`config.mk`:
```
export PLATFORM = sky130hd
export DESIGN_NAME = matrix_multiply_engine_unit
export DESIGN_NICKNAME = d
export VERILOG_FILES = /design/src/mme_pkg.sv /design/src/mme_ram.sv /design/src/mme_ctrl.sv /design/src/mme_dp.sv /design/src/matrix_multiply_engine_unit.sv
export SDC_FILE = /design/constraint.sdc
export NUM_CORES = 2
export LEC_CHECK = 0
export BUFFER_PORTS_ARGS = -buffer_cell sky130_fd_sc_hd__buf_2
export CORE_MARGIN = 2
export CORE_UTILIZATION = 50
export CTS_BUF_LIST = sky130_fd_sc_hd__clkbuf_4
export CTS_CLUSTER_DIAMETER = 30
export CTS_CLUSTER_SIZE = 14
export DETAILED_ROUTE_END_ITERATION = 6
export GPL_TIMING_DRIVEN = 0
export PLACE_DENSITY = 0.66
export SETUP_SLACK_MARGIN = 0.4
export SLEW_MARGIN = 20
export SYNTH_ARGS = -nofsm -noshare
export SYNTH_HDL_FRONTEND = slang
export SYNTH_SLANG_ARGS = --single-unit
```
`constraint.sdc`:
```
create_clock -name clk -period 7.2 [get_ports clk]
set_input_delay 2.16 -clock clk [delete_from_list [all_inputs] [get_ports clk]]
set_output_delay 2.16 -clock clk [all_outputs]
set_load 0.01 [all_outputs]
```
`src/mme_pkg.sv`:
```
// ----------------------------------------------------------------------------
// Matrix multiply engine package
// Shared opcodes, register codes, widths and control structs.
// ----------------------------------------------------------------------------
package mme_pkg;

	localparam int MAX_DIM_DEF    = 8;
	localparam int ELEM_WIDTH_DEF = 16;

	localparam int OPC_W   = 2;
	localparam int IDX_W   = 3;
	localparam int VALUE_W = 16;
	localparam int CFG_W   = 4;
	localparam int ACC_W   = 36;
	localparam int PADDR_W = 4;
	localparam int PDATA_W = 32;

	localparam logic [OPC_W-1:0] OP_LOAD_A  = 2'd0;
	localparam logic [OPC_W-1:0] OP_LOAD_B  = 2'd1;
	localparam logic [OPC_W-1:0] OP_COMPUTE = 2'd2;

	localparam logic [1:0] REG_ROWS_A     = 2'd0;
	localparam logic [1:0] REG_INNER_SIZE = 2'd1;
	localparam logic [1:0] REG_COLS_B     = 2'd2;

	// Command from the sequencer to the datapath for one cycle.
	typedef struct packed {
		logic             wr_a;
		logic             wr_b;
		logic             rd;
		logic             first;
		logic             last_elem;
		logic             last_all;
		logic [IDX_W-1:0] out_row;
		logic [IDX_W-1:0] out_col;
	} cmd_t;

	// Tag that travels alongside a product through the datapath.
	typedef struct packed {
		logic             valid;
		logic             first;
		logic             last_elem;
		logic             last_all;
		logic [IDX_W-1:0] out_row;
		logic [IDX_W-1:0] out_col;
	} tag_t;

endpackage

```
`src/mme_ram.sv`:
```
// ----------------------------------------------------------------------------
// Generic single-port-write RAM
// One write port, one read port with registered read data.
// ----------------------------------------------------------------------------
module mme_ram #(
	parameter int WIDTH = 16,
	parameter int DEPTH = 64
) (
	input  logic                     clk,
	input  logic                     we,
	input  logic [$clog2(DEPTH)-1:0] waddr,
	input  logic [WIDTH-1:0]         wdata,
	input  logic [$clog2(DEPTH)-1:0] raddr,
	output logic [WIDTH-1:0]         rdata
);

	logic [WIDTH-1:0] mem_q [DEPTH];

	always_ff @(posedge clk) begin
		if (we) begin
			mem_q[waddr] <= wdata;
		end
		rdata <= mem_q[raddr];
	end

endmodule

```
`src/mme_ctrl.sv`:
```
// ----------------------------------------------------------------------------
// Matrix multiply sequencer
// Decodes requests and walks (i, j, k) issuing one read pair per cycle.
// ----------------------------------------------------------------------------
module mme_ctrl #(
	parameter int MAX_DIM = mme_pkg::MAX_DIM_DEF,
	localparam int CW = $clog2(MAX_DIM),
	localparam int SW = $clog2(MAX_DIM + 1),
	localparam int AW = $clog2(MAX_DIM * MAX_DIM)
) (
	input  logic                      clk,
	input  logic                      arst_n,
	input  logic                      start,
	input  logic [mme_pkg::OPC_W-1:0] opcode,
	input  logic [mme_pkg::IDX_W-1:0] row_index,
	input  logic [mme_pkg::IDX_W-1:0] col_index,
	input  logic [SW-1:0]             nr,
	input  logic [SW-1:0]             nk,
	input  logic [SW-1:0]             nc,
	output logic                      busy,
	output mme_pkg::cmd_t             cmd,
	output logic [AW-1:0]             rd_addr_a,
	output logic [AW-1:0]             rd_addr_b
);

	localparam logic ST_IDLE = 1'b0;
	localparam logic ST_RUN  = 1'b1;

	logic          state_q;
	logic [CW-1:0] i_q, j_q, k_q;
	logic          accept;
	logic          i_last, j_last, k_last;
	logic          row_ok_a, col_ok_a, row_ok_b, col_ok_b;

	assign busy   = (state_q == ST_RUN);
	assign accept = start && !busy;

	assign i_last = (SW'(i_q) + SW'(1)) == nr;
	assign j_last = (SW'(j_q) + SW'(1)) == nc;
	assign k_last = (SW'(k_q) + SW'(1)) == nk;

	assign row_ok_a = 32'(row_index) < 32'(nr);
	assign col_ok_a = 32'(col_index) < 32'(nk);
	assign row_ok_b = 32'(row_index) < 32'(nk);
	assign col_ok_b = 32'(col_index) < 32'(nc);

	assign rd_addr_a = AW'(32'(i_q) * MAX_DIM + 32'(k_q));
	assign rd_addr_b = AW'(32'(k_q) * MAX_DIM + 32'(j_q));

	always_comb begin
		cmd           = '0;
		cmd.wr_a      = accept && (opcode == mme_pkg::OP_LOAD_A) && row_ok_a && col_ok_a;
		cmd.wr_b      = accept && (opcode == mme_pkg::OP_LOAD_B) && row_ok_b && col_ok_b;
		cmd.rd        = busy;
		cmd.first     = (k_q == '0);
		cmd.last_elem = k_last;
		cmd.last_all  = k_last && j_last && i_last;
		cmd.out_row   = mme_pkg::IDX_W'(i_q);
		cmd.out_col   = mme_pkg::IDX_W'(j_q);
	end

	always_ff @(posedge clk or negedge arst_n) begin
		if (!arst_n) begin
			state_q <= ST_IDLE;
			i_q     <= '0;
			j_q     <= '0;
			k_q     <= '0;
		end else begin
			unique case (state_q)
				ST_IDLE: begin
					if (accept && (opcode == mme_pkg::OP_COMPUTE)) begin
						state_q <= ST_RUN;
						i_q     <= '0;
						j_q     <= '0;
						k_q     <= '0;
					end
				end
				ST_RUN: begin
					if (!k_last) begin
						k_q <= k_q + CW'(1);
					end else begin
						k_q <= '0;
						if (!j_last) begin
							j_q <= j_q + CW'(1);
						end else begin
							j_q <= '0;
							if (!i_last) begin
								i_q <= i_q + CW'(1);
							end else begin
								state_q <= ST_IDLE;
							end
						end
					end
				end
				default: begin
					state_q <= ST_IDLE;
				end
			endcase
		end
	end

endmodule

```
`src/mme_dp.sv`:
```
// ----------------------------------------------------------------------------
// Matrix multiply datapath
// Element stores, one multiplier and one accumulator with result register.
// ----------------------------------------------------------------------------
module mme_dp #(
	parameter int MAX_DIM    = mme_pkg::MAX_DIM_DEF,
	parameter int ELEM_WIDTH = mme_pkg::ELEM_WIDTH_DEF,
	localparam int AW = $clog2(MAX_DIM * MAX_DIM),
	localparam int PW = 2 * ELEM_WIDTH
) (
	input  logic                               clk,
	input  logic                               arst_n,
	input  mme_pkg::cmd_t                      cmd,
	input  logic [AW-1:0]                      rd_addr_a,
	input  logic [AW-1:0]                      rd_addr_b,
	input  logic [mme_pkg::IDX_W-1:0]          row_index,
	input  logic [mme_pkg::IDX_W-1:0]          col_index,
	input  logic signed [mme_pkg::VALUE_W-1:0] elem_value,
	output logic                               done,
	output logic [mme_pkg::IDX_W-1:0]          out_row,
	output logic [mme_pkg::IDX_W-1:0]          out_col,
	output logic signed [mme_pkg::ACC_W-1:0]   out_value,
	output logic                               is_last
);

	localparam int DEPTH = MAX_DIM * MAX_DIM;

	logic [AW-1:0]                   wr_addr;
	logic signed [ELEM_WIDTH-1:0]    wr_data;
	logic signed [ELEM_WIDTH-1:0]    a_s1, b_s1;
	logic signed [PW-1:0]            prod;
	logic signed [PW-1:0]            prod_s2;
	logic signed [mme_pkg::ACC_W-1:0] acc_q;
	logic signed [mme_pkg::ACC_W-1:0] sum;
	mme_pkg::tag_t                   tag_s1, tag_s2;

	assign wr_addr = AW'(32'(row_index) * MAX_DIM + 32'(col_index));
	assign wr_data = ELEM_WIDTH'(elem_value);

	mme_ram #(.WIDTH(ELEM_WIDTH), .DEPTH(DEPTH)) u_store_a (
		.clk   (clk),
		.we    (cmd.wr_a),
		.waddr (wr_addr),
		.wdata (wr_data),
		.raddr (rd_addr_a),
		.rdata (a_s1)
	);

	mme_ram #(.WIDTH(ELEM_WIDTH), .DEPTH(DEPTH)) u_store_b (
		.clk   (clk),
		.we    (cmd.wr_b),
		.waddr (wr_addr),
		.wdata (wr_data),
		.raddr (rd_addr_b),
		.rdata (b_s1)
	);

	assign prod = a_s1 * b_s1;
	assign sum  = (tag_s2.first ? '0 : acc_q) + mme_pkg::ACC_W'(prod_s2);

	always_ff @(posedge clk or negedge arst_n) begin
		if (!arst_n) begin
			tag_s1 <= '0;
			tag_s2 <= '0;
			done   <= 1'b0;
		end else begin
			tag_s1.valid     <= cmd.rd;
			tag_s1.first     <= cmd.first;
			tag_s1.last_elem <= cmd.last_elem;
			tag_s1.last_all  <= cmd.last_all;
			tag_s1.out_row   <= cmd.out_row;
			tag_s1.out_col   <= cmd.out_col;
			tag_s2           <= tag_s1;
			done             <= tag_s2.valid && tag_s2.last_elem;
		end
	end

	always_ff @(posedge clk) begin
		prod_s2 <= prod;
		if (tag_s2.valid) begin
			acc_q <= sum;
		end
		if (tag_s2.valid && tag_s2.last_elem) begin
			out_value <= sum;
			out_row   <= tag_s2.out_row;
			out_col   <= tag_s2.out_col;
			is_last   <= tag_s2.last_all;
		end
	end

endmodule

```
`src/matrix_multiply_engine_unit.sv`:
```
// ----------------------------------------------------------------------------
// Matrix multiply engine
// Dense C = A x B on signed Q8.8 elements with exact Q20.16 results.
// ----------------------------------------------------------------------------
// A request is taken at a rising edge with start high and busy low. Opcode
// load A / load B writes one element (elements outside the configured sizes
// are dropped) and busy stays low, so loads may follow each other every
// cycle. A compute request raises busy while the sequencer walks (i, j, k)
// over nr, nk and nc, the configured sizes clamped to 1..MAX_DIM: one
// multiply-accumulate per cycle, limited by the single multiplier and the one
// read port of each element store. Each product passes the store read
// register, the product register and the accumulator, and results follow
// in row-major order, each on the ports for one cycle with done high and the
// final one with is_last high. Results cannot be held off by the receiver;
// capture them on the cycle done is high. Configuration registers (rows_a at
// 0x0, inner_size at 0x4, cols_b at 0x8) are to be written through the APB
// port only while no compute is in flight, which the block does not enforce;
// every store entry read by a compute must have been loaded beforehand.
// ----------------------------------------------------------------------------
module matrix_multiply_engine_unit #(
	parameter int MAX_DIM    = mme_pkg::MAX_DIM_DEF,
	parameter int ELEM_WIDTH = mme_pkg::ELEM_WIDTH_DEF
) (
	input  logic                                clk,
	input  logic                                arst_n,

	// APB configuration port
	input  logic                                psel,
	input  logic                                penable,
	input  logic                                pwrite,
	input  logic [mme_pkg::PADDR_W-1:0]         paddr,
	input  logic [mme_pkg::PDATA_W-1:0]         pwdata,
	output logic [mme_pkg::PDATA_W-1:0]         prdata,
	output logic                                pready,

	// Request side
	input  logic                                start,
	output logic                                busy,
	input  logic [mme_pkg::OPC_W-1:0]           opcode,
	input  logic [mme_pkg::IDX_W-1:0]           row_index,
	input  logic [mme_pkg::IDX_W-1:0]           col_index,
	input  logic signed [mme_pkg::VALUE_W-1:0]  elem_value,

	// Result side
	output logic                                done,
	output logic [mme_pkg::IDX_W-1:0]           out_row,
	output logic [mme_pkg::IDX_W-1:0]           out_col,
	output logic signed [mme_pkg::ACC_W-1:0]    out_value,
	output logic                                is_last
);

	localparam int SW = $clog2(MAX_DIM + 1);
	localparam int AW = $clog2(MAX_DIM * MAX_DIM);

	logic [mme_pkg::CFG_W-1:0] rows_a_q, inner_size_q, cols_b_q;
	logic [SW-1:0]             nr, nk, nc;
	logic                      cfg_wr;
	logic [1:0]                reg_sel;
	mme_pkg::cmd_t             cmd;
	logic [AW-1:0]             rd_addr_a, rd_addr_b;

	// Register file: word-aligned, low address bits ignored.
	assign pready  = 1'b1;
	assign reg_sel = paddr[3:2];
	assign cfg_wr  = psel && penable && pwrite && pready;

	always_ff @(posedge clk or negedge arst_n) begin
		if (!arst_n) begin
			rows_a_q     <= mme_pkg::CFG_W'(8);
			inner_size_q <= mme_pkg::CFG_W'(8);
			cols_b_q     <= mme_pkg::CFG_W'(8);
		end else if (cfg_wr) begin
			unique case (reg_sel)
				mme_pkg::REG_ROWS_A:     rows_a_q     <= pwdata[mme_pkg::CFG_W-1:0];
				mme_pkg::REG_INNER_SIZE: inner_size_q <= pwdata[mme_pkg::CFG_W-1:0];
				mme_pkg::REG_COLS_B:     cols_b_q     <= pwdata[mme_pkg::CFG_W-1:0];
				default: begin
					// unmapped register: drop the write
				end
			endcase
		end
	end

	always_comb begin
		unique case (reg_sel)
			mme_pkg::REG_ROWS_A:     prdata = mme_pkg::PDATA_W'(rows_a_q);
			mme_pkg::REG_INNER_SIZE: prdata = mme_pkg::PDATA_W'(inner_size_q);
			mme_pkg::REG_COLS_B:     prdata = mme_pkg::PDATA_W'(cols_b_q);
			default:                 prdata = '0;
		endcase
	end

	// Clamp the sizes: zero acts as one, anything above MAX_DIM as MAX_DIM.
	function automatic logic [SW-1:0] clamp_size(input logic [mme_pkg::CFG_W-1:0] r);
		logic [SW-1:0] res;
		if (r == '0) begin
			res = SW'(1);
		end else if (32'(r) > MAX_DIM) begin
			res = SW'(MAX_DIM);
		end else begin
			res = SW'(r);
		end
		return res;
	endfunction

	assign nr = clamp_size(rows_a_q);
	assign nk = clamp_size(inner_size_q);
	assign nc = clamp_size(cols_b_q);

	// Sequencer: decodes requests, walks the index space.
	mme_ctrl #(.MAX_DIM(MAX_DIM)) u_ctrl (
		.clk       (clk),
		.arst_n    (arst_n),
		.start     (start),
		.opcode    (opcode),
		.row_index (row_index),
		.col_index (col_index),
		.nr        (nr),
		.nk        (nk),
		.nc        (nc),
		.busy      (busy),
		.cmd       (cmd),
		.rd_addr_a (rd_addr_a),
		.rd_addr_b (rd_addr_b)
	);

	// Datapath: stores, multiply stage, accumulate and result register.
	mme_dp #(.MAX_DIM(MAX_DIM), .ELEM_WIDTH(ELEM_WIDTH)) u_dp (
		.clk        (clk),
		.arst_n     (arst_n),
		.cmd        (cmd),
		.rd_addr_a  (rd_addr_a),
		.rd_addr_b  (rd_addr_b),
		.row_index  (row_index),
		.col_index  (col_index),
		.elem_value (elem_value),
		.done       (done),
		.out_row    (out_row),
		.out_col    (out_col),
		.out_value  (out_value),
		.is_last    (is_last)
	);

endmodule

```
==> results.toml <==
[cts]
htreeDepth = 5
cts.clk_slew.worst_paths_ns = 0.11
cts_sinks = 2234
ctsLongestPathBuffers = 4
cts_buffers = 422
cts-root-buf = "clkbuf_4"
cts_tree = "done"
post_cts_buffers = 0
clock_latency_ns = 1.43

[global_routing]
use_met2_pct = 39.2
grt_max_degree = 111
use_met3_pct = 5.44
track_usage_pct = 25.1
grt_pass1_vias = 52421
use_met1_pct = 34.5
antenna_found_initial = 16
grt_overflow = 0
grt_pass1_wl_um = 356000
busiest_layer = "met2"

[routing]
via_count = 51828
drc = 1
drtIter0Drc = 5536
ant_nets = 0
firstDrtPassIters = 7
wl_per_cell_um = 28.0
routed_via_density = 5.91
drt_wl_total_um = 245000

[critical_path]
path_class = "reg -> reg"
worstPathRequired_ns = 8.40
critPathLaunchType = "register"
arrival_ns = 7.81
end_kind = "register"
worst-path-max-fanout = 10
reg2reg_slack_ns = 0.60

[layout]
nNetsFinal = 6340
multi_input_area_um2 = 28100
syn_to_final_growth_pct = 13.9
seqCellArea_um2 = 66200
final_layout_size_suffix_gt1_share_pct = 27.6
nFillCells = 14476

[sta]
hold_violations = 0
period_share_pct = 91.7
grt_setup_unrepaired = "yes"
finalSetupTns_ns = 0
clock.fmax_ghz = 0.151
slew_violations = 0
slew_headroom_pct = 11.9
tightest_slew_ns = 1.31
period_needed_ns = 6.60
skew_ns = 0.185
finalSetupViolCount = 0

[status]
violations = "DRC"
status = "finished, violations left"

[floorplanning]
fp.dieH_um = 443
dieWidth_um = 443
rows = 161
ios = 144
coreArea_um2 = 192000
dieArea_um2 = 196000
initial_utilization_pct = 50.2

[synth]
synth.distinct_cells = 77
dominantRegCellSynth = "edfxtp_1"
ys_ff_latch = 2234
syn_area_um2 = 96400
yosysWarnings = 0
seq_area_frac_synth_pct = 68.7
syn_inst = 5219
avgSynthCellArea_um2 = 18.5
async_flop_share_pct = 1.92
synth_edf_count = 2127

[placed_design]
portBuffers = 81
dpl.hpwl_um = 169000
gp_congestion = 0.893

[min_path]
hp-class = "reg -> reg"

[run]
maxCapViolations = 0
==> flip-flops by register name, indices dropped and copies added, names as in the netlist, 4 cells and up <==
name and count:
u_dp.out_value 36, rows_a_q 4, u_dp.u_store_b.rdata 16, u_dp.u_store_a.rdata 16
u_dp.tag_s1 10, u_dp.tag_s2 10, u_dp.prod_s2 32, cols_b_q 4
inner_size_q 4, u_dp.u_store_a.mem_q 1024, u_dp.acc_q 36, u_dp.u_store_b.mem_q 1024
==> final timing paths <==
path / from / cells past startpoint / end
min in group asynchronous: arst_n / 1 / u_ctrl.i_q[0]
min: u_dp.tag_s1[7] / 0 / u_dp.tag_s2[7]
max in group asynchronous: arst_n / 1 / u_ctrl.i_q[1]
max: u_dp.u_store_b.rdata[3] / 20 / u_dp.prod_s2[30]
max reg2reg: u_dp.u_store_b.rdata[3] / 20 / u_dp.prod_s2[30]
min reg2reg: u_dp.tag_s1[7] / 0 / u_dp.tag_s2[7]
==> cells in the final DEF (no fill, tap or decap), drive strengths merged, types with 11 or more instances in the layout <==
cell type / synthesis / layout
a211oi: 15 / 15
a21o: 14 / 14
a21oi: 130 / 130
and2: 127 / 127
buf: 130 / 340
bufinv: 0 / 77
clkbuf: 143 / 603
clkinv: 1 / 159
clkinvlp: 0 / 47
conb: 2 / 29
dfrtp: 40 / 40
dfxtp: 64 / 64
diode: 0 / 13
edfxtp: 2127 / 2127
fa: 263 / 263
ha: 129 / 129
inv: 324 / 350
mux2: 11 / 11
mux2i: 261 / 261
mux4: 479 / 479
nand2: 245 / 245
nand2b: 37 / 37
nand3: 21 / 21
nor2: 177 / 177
nor2b: 46 / 46
nor3: 15 / 15
o21ai: 45 / 45
o221ai: 127 / 127
o22ai: 66 / 66
xnor2: 60 / 60
xor2: 17 / 17
==> final cells by class <==
type / instances / share of cell area, %
Buffer: 273 / 1.23
Inverter: 325 / 1.11
Clock inverter: 308 / 3.41
Multi-Input combinational cell: 2414 / 25.7
Timing Repair Buffer: 212 / 2.17
Clock buffer: 458 / 3.13
Tap cell: 2526 / 2.88
Antenna cell: 13 / 0.0297
Sequential cell: 2234 / 60.4
==> synthesized netlist by cell type, drive strengths merged, types with 6 or more instances <==
cell type / n / area (µm²)
ha: 129 / 1610
nand2b: 37 / 231
mux2i: 261 / 2610
o21ai: 45 / 225
and3: 10 / 62.6
xnor2: 60 / 526
mux2: 11 / 124
o221ai: 127 / 1110
dfxtp: 64 / 1280
o22ai: 66 / 413
o211ai: 6 / 45.0
nor2b: 46 / 288
buf: 130 / 761
nor2: 177 / 664
fa: 263 / 5270
a21o: 14 / 105
nand2: 245 / 920
a211oi: 15 / 118
mux4: 479 / 10800
inv: 324 / 1220
and2: 127 / 795
nor3: 15 / 75.1
dfrtp: 40 / 1000
o21bai: 8 / 60.1
edfxtp: 2127 / 63900
nand4: 7 / 43.8
nand3: 21 / 105
a21oi: 130 / 654
clkbuf: 143 / 537
xor2: 17 / 149
==> cells by family after synthesis <==
| family | Yosys count | share of synthesized area, % |
|---|---|---|
| DFF | 2234 | 68.7 |
| and+or+nand+nor | 710 | 3.49 |
| AOI/OAI and AO/OA | 455 | 3.27 |
| buffers and inverters | 598 | 2.61 |
| other | 2 | 0.00779 |
| xor gates and xnor gates | 77 | 0.700 |
| muxes | 751 | 14.0 |
| adders and majority gates | 392 | 7.14 |
==> per-layer routing <==
layer	vias up	wire length, µm
met5	-	27
met4	4	10200
met3	477	21100
met2	2425	116000
met1	26972	97700
li1	21950	-
==> what timing repair did <==
item / CTS / global route
setup endpoints to repair: 3 / 10
pin swaps: 0 / 1
cloned: 0 / 0
hold buffers: 0 / 0
gates resized for setup: 9 / 42
hold endpoints to repair: 0 / 0
==> critical path, stage by stage, from the launching register on <==
cell      delay, ns
dfxtp_1        0.59
clkbuf_2       0.34
nand2_1        0.11
fa_1           0.48
fa_1           0.51
fa_1           0.51
inv_1          0.05
fa_1           0.50
fa_1           0.49
inv_1          0.05
fa_1           0.47
inv_1          0.04
ha_1           0.34
and3_1         0.24
and3_1         0.18
a32oi_1        0.42
nor3_1         0.12
a211oi_2       0.36
o31ai_1        0.21
a211oi_1       0.28
xnor2_1        0.15
==> stage by stage <==
step           worst slack [ns]  hold slack, ns  cells  utilization (%)  area, µm²
6_report                  0.597           0.343   8763             57.1     110000
5_1_grt                   0.366           0.371   8760             57.1     110000
4_1_cts                   0.369           0.360   8749             57.1     110000
3_5_place_dp              0.343           0.338   7983             53.4     102000
3_3_place_gp              0.381           0.334   7853             52.1     100000
2_1_floorplan              1.42           0.331   5246                -      96500
Power is not shown: default switching activity piles up to over one toggle a cycle in this logic, so the estimate is an artifact.
